$ cat src/design/bce_pkg.sv
// shared constants, codes and controller/datapath structs of the channel engine
// used by bce_ctrl, bce_dpath, blocking_channel_engine and bce_checker
`default_nettype none
package bce_pkg;

  localparam int BUF_DEPTH   = 16;
  localparam int WAIT_DEPTH  = 16;
  localparam int VALUE_WIDTH = 32;
  localparam int ID_WIDTH    = 8;
  localparam int CAP_WIDTH   = 5;
  localparam int FUNC_WIDTH  = 3;
  localparam int ST_WIDTH    = 4;

  localparam int BUF_AW  = (BUF_DEPTH > 1) ? $clog2(BUF_DEPTH) : 1;
  localparam int WAIT_AW = (WAIT_DEPTH > 1) ? $clog2(WAIT_DEPTH) : 1;
  localparam int BCNT_W  = $clog2(BUF_DEPTH + 1);
  localparam int WCNT_W  = $clog2(WAIT_DEPTH + 1);

  localparam int IN_DATA_W  = ((ID_WIDTH + VALUE_WIDTH + 7) / 8) * 8;
  localparam int OUT_DATA_W = ((ID_WIDTH + VALUE_WIDTH + 7) / 8) * 8;
  localparam int IN_USER_W  = 8;
  localparam int OUT_USER_W = 8;

  typedef enum logic [FUNC_WIDTH-1:0] {
    FN_SEND     = 3'd0,
    FN_TRY_SEND = 3'd1,
    FN_RECV     = 3'd2,
    FN_TRY_RECV = 3'd3,
    FN_CLOSE    = 3'd4
  } func_t;

  typedef enum logic [ST_WIDTH-1:0] {
    ST_SENT         = 4'd0,
    ST_SEND_CLOSED  = 4'd1,
    ST_WOULD_BLOCK  = 4'd2,
    ST_RECEIVED     = 4'd3,
    ST_RECV_CLOSED  = 4'd4,
    ST_PARKED       = 4'd5,
    ST_CLOSE_CLOSED = 4'd6,
    ST_CLOSE_DONE   = 4'd7,
    ST_QUEUE_FULL   = 4'd8
  } status_t;

  typedef enum logic [1:0] {
    TGT_REQ,
    TGT_SWAIT,
    TGT_RWAIT
  } tgt_sel_t;

  typedef enum logic [2:0] {
    VAL_ZERO,
    VAL_INPUT,
    VAL_RING,
    VAL_HOLD
  } val_sel_t;

  typedef struct packed {
    logic     load;
    logic     emit;
    tgt_sel_t tgt_sel;
    status_t  st;
    val_sel_t val_sel;
    logic     last;
    logic     ring_push;
    logic     push_from_swait;
    logic     ring_pop;
    logic     hold_en;
    logic     hold_from_swait;
    logic     s_push;
    logic     s_pop;
    logic     r_push;
    logic     r_pop;
    logic     set_closed;
  } cmd_t;

  typedef struct packed {
    logic [FUNC_WIDTH-1:0] func;
    logic closed;
    logic ring_nz;
    logic ring_room;
    logic s_nz;
    logic s_full;
    logic r_nz;
    logic r_full;
    logic out_free;
  } sts_t;

endpackage
`default_nettype wire

$ cat src/design/bce_ctrl.sv
// sequencer of the channel engine: decides each request and steps its results
// depends on bce_pkg; drives bce_dpath through cmd_t, reads sts_t
`default_nettype none
module bce_ctrl (
  input  wire logic          clk,
  input  wire logic          rst_n,
  input  wire logic          in_valid,
  output logic               in_ready,
  input  bce_pkg::sts_t      sts,
  output bce_pkg::cmd_t      cmd
);

  typedef enum logic [2:0] {
    S_IDLE,
    S_DECIDE,
    S_SECOND,
    S_CLOSE,
    S_CL_WAIT
  } state_t;

  state_t state_r, state_nxt;
  logic   sec_recv_r, sec_recv_nxt;

  assign in_ready = (state_r == S_IDLE);

  always_comb begin
    cmd          = '0;
    cmd.tgt_sel  = bce_pkg::TGT_REQ;
    cmd.st       = bce_pkg::ST_SENT;
    cmd.val_sel  = bce_pkg::VAL_ZERO;
    state_nxt    = state_r;
    sec_recv_nxt = sec_recv_r;
    unique case (state_r)
      S_IDLE: begin
        if (in_valid) begin
          cmd.load  = 1'b1;
          state_nxt = S_DECIDE;
        end
      end
      S_DECIDE: begin
        priority if (sts.func == bce_pkg::FN_SEND || sts.func == bce_pkg::FN_TRY_SEND) begin
          if (sts.out_free) begin
            cmd.emit  = 1'b1;
            cmd.last  = 1'b1;
            state_nxt = S_IDLE;
            priority if (sts.closed) begin
              cmd.st = bce_pkg::ST_SEND_CLOSED;
            end else if (sts.r_nz) begin
              cmd.tgt_sel  = bce_pkg::TGT_RWAIT;
              cmd.st       = bce_pkg::ST_RECEIVED;
              cmd.val_sel  = bce_pkg::VAL_INPUT;
              cmd.last     = 1'b0;
              cmd.r_pop    = 1'b1;
              sec_recv_nxt = 1'b0;
              state_nxt    = S_SECOND;
            end else if (sts.ring_room) begin
              cmd.ring_push = 1'b1;
              cmd.st        = bce_pkg::ST_SENT;
            end else if (sts.func == bce_pkg::FN_TRY_SEND) begin
              cmd.st = bce_pkg::ST_WOULD_BLOCK;
            end else if (sts.s_full) begin
              cmd.st = bce_pkg::ST_QUEUE_FULL;
            end else begin
              cmd.s_push = 1'b1;
              cmd.st     = bce_pkg::ST_PARKED;
            end
          end
        end else if (sts.func == bce_pkg::FN_RECV || sts.func == bce_pkg::FN_TRY_RECV) begin
          if (sts.out_free) begin
            cmd.emit  = 1'b1;
            cmd.last  = 1'b1;
            state_nxt = S_IDLE;
            priority if (sts.ring_nz && sts.s_nz) begin
              cmd.tgt_sel         = bce_pkg::TGT_SWAIT;
              cmd.st              = bce_pkg::ST_SENT;
              cmd.last            = 1'b0;
              cmd.ring_pop        = 1'b1;
              cmd.hold_en         = 1'b1;
              cmd.s_pop           = 1'b1;
              cmd.ring_push       = 1'b1;
              cmd.push_from_swait = 1'b1;
              sec_recv_nxt        = 1'b1;
              state_nxt           = S_SECOND;
            end else if (sts.ring_nz) begin
              cmd.st       = bce_pkg::ST_RECEIVED;
              cmd.val_sel  = bce_pkg::VAL_RING;
              cmd.ring_pop = 1'b1;
            end else if (sts.s_nz) begin
              cmd.tgt_sel         = bce_pkg::TGT_SWAIT;
              cmd.st              = bce_pkg::ST_SENT;
              cmd.last            = 1'b0;
              cmd.hold_en         = 1'b1;
              cmd.hold_from_swait = 1'b1;
              cmd.s_pop           = 1'b1;
              sec_recv_nxt        = 1'b1;
              state_nxt           = S_SECOND;
            end else if (sts.closed) begin
              cmd.st = bce_pkg::ST_RECV_CLOSED;
            end else if (sts.func == bce_pkg::FN_TRY_RECV) begin
              cmd.st = bce_pkg::ST_WOULD_BLOCK;
            end else if (sts.r_full) begin
              cmd.st = bce_pkg::ST_QUEUE_FULL;
            end else begin
              cmd.r_push = 1'b1;
              cmd.st     = bce_pkg::ST_PARKED;
            end
          end
        end else if (sts.func == bce_pkg::FN_CLOSE) begin
          if (!sts.closed) begin
            cmd.set_closed = 1'b1;
            state_nxt      = S_CLOSE;
          end else if (sts.out_free) begin
            cmd.emit  = 1'b1;
            cmd.last  = 1'b1;
            cmd.st    = bce_pkg::ST_CLOSE_CLOSED;
            state_nxt = S_IDLE;
          end
        end else begin
          state_nxt = S_IDLE;
        end
      end
      S_SECOND: begin
        if (sts.out_free) begin
          cmd.emit  = 1'b1;
          cmd.last  = 1'b1;
          cmd.st    = sec_recv_r ? bce_pkg::ST_RECEIVED : bce_pkg::ST_SENT;
          cmd.val_sel = sec_recv_r ? bce_pkg::VAL_HOLD : bce_pkg::VAL_ZERO;
          state_nxt = S_IDLE;
        end
      end
      S_CLOSE: begin
        if (sts.out_free) begin
          cmd.emit = 1'b1;
          priority if (sts.s_nz) begin
            cmd.tgt_sel = bce_pkg::TGT_SWAIT;
            cmd.st      = bce_pkg::ST_SEND_CLOSED;
            cmd.s_pop   = 1'b1;
            state_nxt   = S_CL_WAIT;
          end else if (sts.r_nz) begin
            cmd.tgt_sel = bce_pkg::TGT_RWAIT;
            cmd.st      = bce_pkg::ST_RECV_CLOSED;
            cmd.r_pop   = 1'b1;
            state_nxt   = S_CL_WAIT;
          end else begin
            cmd.st    = bce_pkg::ST_CLOSE_DONE;
            cmd.last  = 1'b1;
            state_nxt = S_IDLE;
          end
        end
      end
      S_CL_WAIT: begin
        state_nxt = S_CLOSE;
      end
      default: begin
        state_nxt = S_IDLE;
      end
    endcase
  end

  always_ff @(posedge clk) begin
    if (!rst_n) begin
      state_r    <= S_IDLE;
      sec_recv_r <= 1'b0;
    end else begin
      state_r    <= state_nxt;
      sec_recv_r <= sec_recv_nxt;
    end
  end

endmodule
`default_nettype wire

$ cat src/design/bce_dpath.sv
// datapath of the channel engine: value ring, sender and receiver wait queues,
// closed flag, request latch and result register; depends on bce_pkg
`default_nettype none
module bce_dpath (
  input  wire logic                            clk,
  input  wire logic                            rst_n,
  input  wire logic                            cfg_wr_en,
  input  wire logic [bce_pkg::CAP_WIDTH-1:0]   cfg_wr_data,
  input  wire logic [bce_pkg::FUNC_WIDTH-1:0]  in_func,
  input  wire logic [bce_pkg::ID_WIDTH-1:0]    in_requester,
  input  wire logic [bce_pkg::VALUE_WIDTH-1:0] in_value,
  input  wire logic                            out_ready,
  output logic                                 out_valid,
  output logic [bce_pkg::ID_WIDTH-1:0]         out_target,
  output logic [bce_pkg::ST_WIDTH-1:0]         out_status,
  output logic [bce_pkg::VALUE_WIDTH-1:0]      out_value,
  output logic                                 out_last,
  input  bce_pkg::cmd_t                        cmd,
  output bce_pkg::sts_t                        sts
);

  localparam int VW = bce_pkg::VALUE_WIDTH;
  localparam int IW = bce_pkg::ID_WIDTH;

  logic [VW-1:0] ring_mem [bce_pkg::BUF_DEPTH];
  logic [IW-1:0] sw_id_mem [bce_pkg::WAIT_DEPTH];
  logic [VW-1:0] sw_val_mem [bce_pkg::WAIT_DEPTH];
  logic [IW-1:0] rw_id_mem [bce_pkg::WAIT_DEPTH];

  logic [VW-1:0] ring_rd_r, sw_val_rd_r;
  logic [IW-1:0] sw_id_rd_r, rw_id_rd_r;

  logic [bce_pkg::CAP_WIDTH-1:0]  cap_r;
  logic [bce_pkg::BUF_AW-1:0]     ring_head_r, ring_tail_r;
  logic [bce_pkg::BCNT_W-1:0]     ring_cnt_r;
  logic [bce_pkg::WAIT_AW-1:0]    s_head_r, s_tail_r, r_head_r, r_tail_r;
  logic [bce_pkg::WCNT_W-1:0]     s_cnt_r, r_cnt_r;
  logic                           closed_r;

  logic [bce_pkg::FUNC_WIDTH-1:0] func_r;
  logic [IW-1:0]                  req_r;
  logic [VW-1:0]                  val_r, hold_r, push_val;

  logic                           out_valid_r, out_last_r;
  logic [IW-1:0]                  out_tgt_r;
  logic [bce_pkg::ST_WIDTH-1:0]   out_st_r;
  logic [VW-1:0]                  out_val_r;
  logic                           out_free;

  function automatic logic [bce_pkg::BUF_AW-1:0] buf_inc(input logic [bce_pkg::BUF_AW-1:0] p);
    return (32'(p) == bce_pkg::BUF_DEPTH - 1) ? '0 : p + 1'b1;
  endfunction

  function automatic logic [bce_pkg::WAIT_AW-1:0] wait_inc(
    input logic [bce_pkg::WAIT_AW-1:0] p);
    return (32'(p) == bce_pkg::WAIT_DEPTH - 1) ? '0 : p + 1'b1;
  endfunction

  assign out_free = !out_valid_r || out_ready;
  assign push_val = cmd.push_from_swait ? sw_val_rd_r : val_r;

  always_comb begin
    sts.func      = func_r;
    sts.closed    = closed_r;
    sts.ring_nz   = (ring_cnt_r != '0);
    sts.ring_room = (32'(cap_r) > bce_pkg::BUF_DEPTH) ?
                    (32'(ring_cnt_r) < bce_pkg::BUF_DEPTH) :
                    (32'(ring_cnt_r) < 32'(cap_r));
    sts.s_nz      = (s_cnt_r != '0);
    sts.s_full    = (32'(s_cnt_r) >= bce_pkg::WAIT_DEPTH);
    sts.r_nz      = (r_cnt_r != '0);
    sts.r_full    = (32'(r_cnt_r) >= bce_pkg::WAIT_DEPTH);
    sts.out_free  = out_free;
  end

  // memories, registered reads at the queue heads
  always_ff @(posedge clk) begin
    ring_rd_r   <= ring_mem[ring_head_r];
    sw_id_rd_r  <= sw_id_mem[s_head_r];
    sw_val_rd_r <= sw_val_mem[s_head_r];
    rw_id_rd_r  <= rw_id_mem[r_head_r];
    if (cmd.ring_push) begin
      ring_mem[ring_tail_r] <= push_val;
    end
    if (cmd.s_push) begin
      sw_id_mem[s_tail_r]  <= req_r;
      sw_val_mem[s_tail_r] <= val_r;
    end
    if (cmd.r_push) begin
      rw_id_mem[r_tail_r] <= req_r;
    end
  end

  always_ff @(posedge clk) begin
    if (cmd.load) begin
      func_r <= in_func;
      req_r  <= in_requester;
      val_r  <= in_value;
    end
    if (cmd.hold_en) begin
      hold_r <= cmd.hold_from_swait ? sw_val_rd_r : ring_rd_r;
    end
    if (cmd.emit) begin
      out_last_r <= cmd.last;
      out_st_r   <= cmd.st;
      unique case (cmd.tgt_sel)
        bce_pkg::TGT_SWAIT: out_tgt_r <= sw_id_rd_r;
        bce_pkg::TGT_RWAIT: out_tgt_r <= rw_id_rd_r;
        default:            out_tgt_r <= req_r;
      endcase
      unique case (cmd.val_sel)
        bce_pkg::VAL_INPUT: out_val_r <= val_r;
        bce_pkg::VAL_RING:  out_val_r <= ring_rd_r;
        bce_pkg::VAL_HOLD:  out_val_r <= hold_r;
        default:            out_val_r <= '0;
      endcase
    end
  end

  always_ff @(posedge clk) begin
    if (!rst_n) begin
      cap_r       <= '0;
      ring_head_r <= '0;
      ring_tail_r <= '0;
      ring_cnt_r  <= '0;
      s_head_r    <= '0;
      s_tail_r    <= '0;
      s_cnt_r     <= '0;
      r_head_r    <= '0;
      r_tail_r    <= '0;
      r_cnt_r     <= '0;
      closed_r    <= 1'b0;
      out_valid_r <= 1'b0;
    end else begin
      if (cfg_wr_en) begin
        cap_r <= cfg_wr_data;
      end
      if (cmd.ring_push) begin
        ring_tail_r <= buf_inc(ring_tail_r);
      end
      if (cmd.ring_pop) begin
        ring_head_r <= buf_inc(ring_head_r);
      end
      if (cmd.ring_push && !cmd.ring_pop) begin
        ring_cnt_r <= ring_cnt_r + 1'b1;
      end else if (cmd.ring_pop && !cmd.ring_push) begin
        ring_cnt_r <= ring_cnt_r - 1'b1;
      end
      if (cmd.s_push) begin
        s_tail_r <= wait_inc(s_tail_r);
        s_cnt_r  <= s_cnt_r + 1'b1;
      end else if (cmd.s_pop) begin
        s_head_r <= wait_inc(s_head_r);
        s_cnt_r  <= s_cnt_r - 1'b1;
      end
      if (cmd.r_push) begin
        r_tail_r <= wait_inc(r_tail_r);
        r_cnt_r  <= r_cnt_r + 1'b1;
      end else if (cmd.r_pop) begin
        r_head_r <= wait_inc(r_head_r);
        r_cnt_r  <= r_cnt_r - 1'b1;
      end
      if (cmd.set_closed) begin
        closed_r <= 1'b1;
      end
      if (cmd.emit) begin
        out_valid_r <= 1'b1;
      end else if (out_ready) begin
        out_valid_r <= 1'b0;
      end
    end
  end

  assign out_valid  = out_valid_r;
  assign out_target = out_tgt_r;
  assign out_status = out_st_r;
  assign out_value  = out_val_r;
  assign out_last   = out_last_r;

endmodule
`default_nettype wire

$ cat src/design/blocking_channel_engine.sv
// top level of the blocking channel engine: stream ports, config write port
// instantiates bce_ctrl and bce_dpath; depends on bce_pkg
//
// Requests (send, try send, receive, try receive, close) are taken one at a
// time. A request is accepted in the idle state, then decided in the decide
// state, where a send or receive waits for a free output register. Its results
// leave through that single output register, the issuer's own result last with
// tlast set; a new request is accepted only after its last result is issued.
// A close wakes each waiter in turn, with a wait state between pops for the
// registered read at the head of the wait queue. No reset sweep is needed.
`default_nettype none
module blocking_channel_engine (
  input  wire logic                              clk,
  input  wire logic                              rst_n,
  input  wire logic                              cfg_wr_en,
  input  wire logic [bce_pkg::CAP_WIDTH-1:0]     cfg_wr_data,  // buffer_capacity
  input  wire logic                              in_tvalid,
  output logic                                   in_tready,
  input  wire logic [bce_pkg::IN_DATA_W-1:0]     in_tdata,   // requester, value
  input  wire logic [bce_pkg::IN_USER_W-1:0]     in_tuser,   // func, zero fill
  output logic                                   out_tvalid,
  input  wire logic                              out_tready,
  output logic [bce_pkg::OUT_DATA_W-1:0]         out_tdata,  // target, value
  output logic [bce_pkg::OUT_USER_W-1:0]         out_tuser,  // status, zero fill
  output logic                                   out_tlast
);

  localparam int IW = bce_pkg::ID_WIDTH;
  localparam int VW = bce_pkg::VALUE_WIDTH;

  bce_pkg::cmd_t cmd;
  bce_pkg::sts_t sts;

  logic [IW-1:0]                 out_target;
  logic [VW-1:0]                 out_value;
  logic [bce_pkg::ST_WIDTH-1:0]  out_status;

  bce_ctrl u_ctrl (
    .clk      (clk),
    .rst_n    (rst_n),
    .in_valid (in_tvalid),
    .in_ready (in_tready),
    .sts      (sts),
    .cmd      (cmd)
  );

  bce_dpath u_dpath (
    .clk          (clk),
    .rst_n        (rst_n),
    .cfg_wr_en    (cfg_wr_en),
    .cfg_wr_data  (cfg_wr_data),
    .in_func      (in_tuser[bce_pkg::FUNC_WIDTH-1:0]),
    .in_requester (in_tdata[IW-1:0]),
    .in_value     (in_tdata[IW+VW-1:IW]),
    .out_ready    (out_tready),
    .out_valid    (out_tvalid),
    .out_target   (out_target),
    .out_status   (out_status),
    .out_value    (out_value),
    .out_last     (out_tlast),
    .cmd          (cmd),
    .sts          (sts)
  );

  assign out_tdata = bce_pkg::OUT_DATA_W'({out_value, out_target});
  assign out_tuser = bce_pkg::OUT_USER_W'(out_status);

endmodule
`default_nettype wire

$ cat config.mk
export PLATFORM = sky130hd
export DESIGN_NAME = blocking_channel_engine
export DESIGN_NICKNAME = d
export VERILOG_FILES = /design/src/design/bce_pkg.sv /design/src/design/bce_ctrl.sv /design/src/design/bce_dpath.sv /design/src/design/blocking_channel_engine.sv
export SDC_FILE = /design/constraint.sdc
export NUM_CORES = 2
export LEC_CHECK = 0
export ABC_AREA = 0
export BUFFER_PORTS_ARGS = -buffer_cell sky130_fd_sc_hd__clkbuf_2
export CORE_MARGIN = 2
export CORE_UTILIZATION = 51
export CTS_BUF_LIST = sky130_fd_sc_hd__clkbuf_4 sky130_fd_sc_hd__clkbuf_8
export CTS_CLUSTER_DIAMETER = 150
export CTS_CLUSTER_SIZE = 20
export DETAILED_ROUTE_END_ITERATION = 8
export PLACE_DENSITY = 0.67
export SETUP_SLACK_MARGIN = 0.4
export SLEW_MARGIN = 40
export SYNTH_ARGS = -nofsm -noshare
export SYNTH_HDL_FRONTEND = slang
export SYNTH_HIERARCHICAL = 1
export SYNTH_SLANG_ARGS = --single-unit
export TNS_END_PERCENT = 10
$ cat constraint.sdc
create_clock -name clk -period 11.2 [get_ports clk]
set_input_delay 1.12 -clock clk [delete_from_list [all_inputs] [get_ports clk]]
set_output_delay 1.12 -clock clk [all_outputs]
set_load 0.01 [all_outputs]
* After elaboration in Yosys (flattened, before gate mapping)
Memory sizes are Yosys's and may differ from the RTL's. A register that Yosys moved wholly into a read port is not among the register bits.
Cells that the tools add are included.
** Operators by class
- Add/subtract/negate cells :: 12
- Magnitude comparators :: 5
- Equal/unequal tests :: 26
- Mux-type cells :: 152
- Bitwise operators :: 2
- Reductions and logical operators :: 24
** Operator list (count)
- 32-bit one-hot mux with 3 select lines :: 1
- 4-bit 2-to-1 mux :: 20
- 32-bit 2-to-1 mux :: 2
- 1-bit 2-to-1 mux :: 63
- 3-bit 2-to-1 mux :: 18
- 2-bit 2-to-1 mux :: 24
- 5-bit 2-to-1 mux :: 7
- 4-bit by 1-bit adder with 4-bit output (second input constant) :: 6
- 4-bit == test (second input constant) :: 6
- 12-bit 2-to-1 mux :: 2
- 3-bit by 2-bit == test with 1-bit output (second input constant) :: 6
- 6-bit 2-to-1 mux :: 3
- 16-bit 2-to-1 mux :: 1
- 8-bit one-hot mux with 2 select lines :: 1
- 5-bit by 1-bit adder with 5-bit output (second input constant) :: 3
- 3-bit one-hot mux with 5 select lines :: 1
- 5-bit nonzero test :: 3
- 5-bit by 1-bit subtractor with 5-bit output (second input constant) :: 3
- 4-bit one-hot mux with 3 select lines :: 1
- 5-bit >= comparator (second input constant) :: 2
- 2-bit nonzero test :: 5
- 3-bit by 1-bit == test with 1-bit output (second input constant) :: 3
- 8-bit 2-to-1 mux :: 1
- 7-bit 2-to-1 mux :: 1
- other kinds (23) :: 38
** Storage, ports and cells
- Register bits after elaboration :: 170
- Bits in writable memories :: 1280
- Logic and storage cells :: 247
- Memories :: 4
** Memories
- u_dpath.ring_mem :: depth 16, width 32, read ports 1, clocked after Yosys merged registers in 1, wr ports 1, line bce_dpath.sv:25 : logic [VW-1:0] ring_mem [bce_pkg::BUF_DEPTH];
- u_dpath.sw_val_mem :: depth 16, width 32, read ports 1, clocked after Yosys merged registers in 1, wr ports 1, line bce_dpath.sv:27 : logic [VW-1:0] sw_val_mem [bce_pkg::WAIT_DEPTH];
- u_dpath.rw_id_mem :: depth 16, width 8, read ports 1, clocked after Yosys merged registers in 1, wr ports 1, line bce_dpath.sv:28 : logic [IW-1:0] rw_id_mem [bce_pkg::WAIT_DEPTH];
- u_dpath.sw_id_mem :: depth 16, width 8, read ports 1, clocked after Yosys merged registers in 1, wr ports 1, line bce_dpath.sv:26 : logic [IW-1:0] sw_id_mem [bce_pkg::WAIT_DEPTH];

* Depth between registers and ports, before layout
- Word-level depth :: 17
- Depth in mapped cells :: 14
- Gate-level depth less buffers :: 13

* Cells and area by module
The synthesis kept the hierarchy.
** By module, submodules not included
- bce_dpath :: times used 1, cells each 2801, area each 57799.2 µm², seq. area each 44562.7 µm²
- bce_ctrl :: times used 1, cells each 110, area each 723.2 µm², seq. area each 80.1 µm²
- blocking_channel_engine :: times used 1, cells each 5, area each 33.8 µm², seq. area each 0.0 µm²

* Worst setup path before layout
No wires, ideal clock.
- Path type :: input -> register
- Start :: in out_tready
- End :: reg u_dpath.out_last_r, in the netlist u_dpath/out_last, enable pin
- Arrival :: 4.651 ns
- Path slack :: 6.044 ns
- Stages on the path :: 5
- Path buffers :: 2
- Cell sequence :: nand2b_1 -> buf_4 -> buf_6 -> inv_1 -> nor3_1
** RTL lines
- start, declared :: line blocking_channel_engine.sv:22 : input wire logic out_tready,
- end signal, assigned :: line bce_dpath.sv:104 : out_last_r <= cmd.last;
- end, declared :: line bce_dpath.sv:44 : logic out_valid_r, out_last_r;

==> summary.txt <==
Status
  – Outcome: complete, no violations

Drt
  – Vias: ~28000
  – WL final: 127600 um
  – Mean number of vias per cell: 6.095
  – 1st-iter DRT viols: 2979
  – Antenna viol nets, final: 0
  – Post-route DRC: 0
  – Router iterations before antenna repair: 6
  – Routed wire per std cell: 27.85 um

Clocking
  – PostCTS Resize Cnt: 0
  – CTS Sinks: 1530
  – CTS tree: done
  – Maximum root-to-sink buffer count: 3
  – CTS Hold Buffers Added: 0
  – CTS HTree Levels: 3
  – Inserted Clock Buffers: 86
  – Post-CTS setup buffers: 0
  – Reg clk slew, reported paths: 0.12 ns
  – Skew-Pair Late Insertion Delay: 0.79 ns
  – CTS root buf: clkbuf_8

Min path
  – Min-delay src: in_tdata[18]
  – WHS Endpoint: u_dpath/val_r[10]
  – Hold Crit Depth: 1
  – Worst Hold Class: in2reg

Logic synthesis
  – Post-Syn Area: 58560 sq um
  – Count of cell types in the netlist: 60
  – Yosys top cell by area: edfxtp_1
  – Mapped Cells: 2916
  – Synth warn: 6
  – Seq/Total Area, Yosys: 0.7624
  – Synth area leaders: edfxtp_1 72%, mux4_2 12%, dfxtp_1 4.4%
  – Synthesized flop and latch total: 1530
  – Avg Cell Area, Syn: ~20 sq um
  – Post-synth EDFFs: between 1000 and 1500
  – Ys async rst share: 0
  – Synth Flop Type: edfxtp_1
  – Area share of the largest cell type after synthesis: 0.7179

Global route
  – First-pass GRT wire length: 187000 um
  – Largest net degree at the start of global routing: 70
  – Global Route Usage Sum: 0.2182
  – GRT Residual Overflow: 0
  – Initial antenna violation count: 2
  – Vias in the first global route: between 20000 and 30000

Power
  – Pwr dens: between 100 and 150 nW/um^2
  – Pint: approximately 0.0073 W
  – Clock power frac: 0.284
  – VDD IR max: 0.1113 mV
  – Pleak: 19.59 nW
  – Psw: about 0.0018 W
  – Comb pwr share: 0.024
  – Sequential fraction of design power: 0.692
  – Net Sw Frac: 0.2018
  – Design Power: 0.009154 W

Worst setup path
  – Reg2reg start: u_ctrl/state_r[0]
  – Worst endpoint required time: 11.63 ns
  – Delay-heaviest family, CP: simple AND/OR/NAND/NOR gates
  – Crit end category: register
  – Bufs and invs on worst path: 2
  – Crit path DAT: 4.61 ns
  – Register-to-register setup slack: 7.02 ns
  – Max FO, Critical Path: 33
  – Slowest stage cell, crit path: dfxtp_1
  – Startpoint Class: register
  – Max stage delay on crit path: 0.62 ns
  – Worst reg2reg path endpoint: u_dpath/ring_mem[13][14]
  – Critical Path, Cell by Cell: nor3b_2 > and3_1 > and3_2 > buf_4 > a21o_1 > and3_1 > and2_2 > buf_4
  – Kind of critical path: reg2reg
  – Register-to-Register Path Depth: 8

Job
  – Total of max-cap violations: 0

Floorplan
  – DIE WIDTH: 342.8 um
  – Initial Util: 0.5135
  – Placeable Area: 114000 sq um
  – # rows: about 120
  – # IOs: around 110
  – Die height: 342.8 um
  – Full die area: between 100000 and 150000 sq um

Placed design
  – Global placement routability congestion: 0.8176
  – Port bufs: 99
  – HPWL after DPL: 72550 um

Cells and area
  – Final #Nets: 3091
  – Fillers: approximately 8500
  – Share of layout cells above drive strength 1: 0.2407
  – Layout area overhead: 7.085%
  – Util after Layout: 0.5499

STA
  – Setup tns final: 0 ns
  – Fmax: 239.4 MHz
  – Min Hold Slack: 0.4957 ns
  – Slew @ Worst Pin: between 0.8 and 0.9 ns
  – Final hold viol count: 0
  – Rel. slew slack: 0.4387
  – Part of the cycle the worst path needs: 0.3730
  – Final-report max-slew violation count: 0
  – Minimum clock period: 4.177 ns
  – Final Skew: 0.04159 ns
  – Final setup fails: 0
  – RSZ-0062 raised after global routing: false
cells in the final DEF (no fill, tap or decap), types with 35 or more instances in the layout:
| master | n |
|---|---|
| a21oi_1 | 62 |
| mux4_2 | 320 |
| nor2_1 | 117 |
| clkbuf_4 | 67 |
| clkbuf_8 | 87 |
| mux2_1 | 57 |
| dfxtp_1 | 124 |
| nand2_1 | 154 |
| edfxtp_1 | 1400 |
| buf_4 | 35 |
| a22oi_1 | 170 |
| mux2_2 | 39 |
| clkbuf_2 | 99 |
cell type report:
cell class	instances	area, sq um	share of cell area
Timing Repair Buffer	163	1205	0.01922
Antenna cell	1	2.502	0.00003991
Sequential cell	1530	44660	0.7123
Clock inverter	5	43.79	0.0006984
Tap cell	1512	1892	0.03017
Multi-Input combinational cell	1194	13110	0.2091
Clock buffer	154	1700	0.02712
Inverter	24	90.09	0.001437
per-stage QoR:
step	instances	cell area [sq um]	setup slack (ns)
finish	4583	62710	7.023
global route	4583	62710	6.790
CTS	4582	62680	7.088
detailed placement	4423	60940	6.540
global placement	4403	60560	6.516
floorplan	2919	58570	6.044
Yosys cell counts, types with 4 or more instances:
library cell and count:
nand3_1 14, inv_1 23, o21ai_0 20, a211oi_1 5
nand2b_1 10, mux2_2 39, nand4b_1 5, or3_1 5
nor2_1 119, mux2_1 57, mux4_2 320, a21oi_1 62
a21o_1 13, dfxtp_1 130, edfxtp_1 1400, buf_2 37
and2_1 54, mux2i_1 11, nand2_1 155, buf_6 17
buf_1 14, xor2_1 9, nor3_1 11, buf_4 11
or4_1 4, and3_1 6, ha_1 31, a22oi_1 170
nor3b_1 7, clkbuf_1 92, nor2b_1 12, a311oi_1 6
layer usage:
metal	share of wire	track usage	routed length [um]
met3	0.059	0.03009	7514
met4	0.021	0.05464	2733
met2	0.52	0.3834	66640
met1	0.40	0.2890	50760
met5	0	0	0
cell families after synthesis:
family,share of synthesized area
AOI/OAI and AO/OA,0.03519
xor gates and xnor gates,0.001795
adders and majority gates,0.007650
buffers and inverters,0.01618
DFF,0.7624
muxes,0.1434
other,0.0001283
and+or+nand+nor,0.03325
state kept, by name (all words and copies together), names as in the netlist, 32 cells and up:
signal,flops
u_dpath/out_value,32
u_dpath/sw_val_mem,512
u_dpath/ring_rd_r,32
u_dpath/sw_id_mem,128
u_dpath/sw_val_rd_r,32
u_dpath/hold_r,32
u_dpath/ring_mem,512
u_dpath/val_r,32
u_dpath/rw_id_mem,128
power by group through the flow:
stage	Combinational, W	Sequential (W)	Clock [W]
2_1_floorplan	0.000133	0.00644	0
3_3_place_gp	0.000187	0.00646	0
3_5_place_dp	0.000216	0.00646	0
4_1_cts	0.000216	0.00633	0.00267
5_1_grt	0.000237	0.00634	0.00286
6_report	0.000218	0.00633	0.00260
how the worst max path moves through the flow:
stage                                  from                        to  slack, ns  cells past startpoint
final                     u_ctrl/state_r[0]  u_dpath/ring_mem[13][14]       7.02                      8
after global routing      u_ctrl/state_r[0]  u_dpath/ring_mem[10][24]       6.79                      9
after CTS                 u_ctrl/state_r[0]   u_dpath/ring_mem[13][1]       7.09                      8
after detailed placement         out_tready   u_dpath/ring_mem[13][8]       6.54                     10
after global placement           out_tready   u_dpath/ring_mem[1][16]       6.52                      9
after floorplan                  out_tready          u_dpath/out_last       6.04                      5
Note: power is estimated with default switching activity, not from simulation.
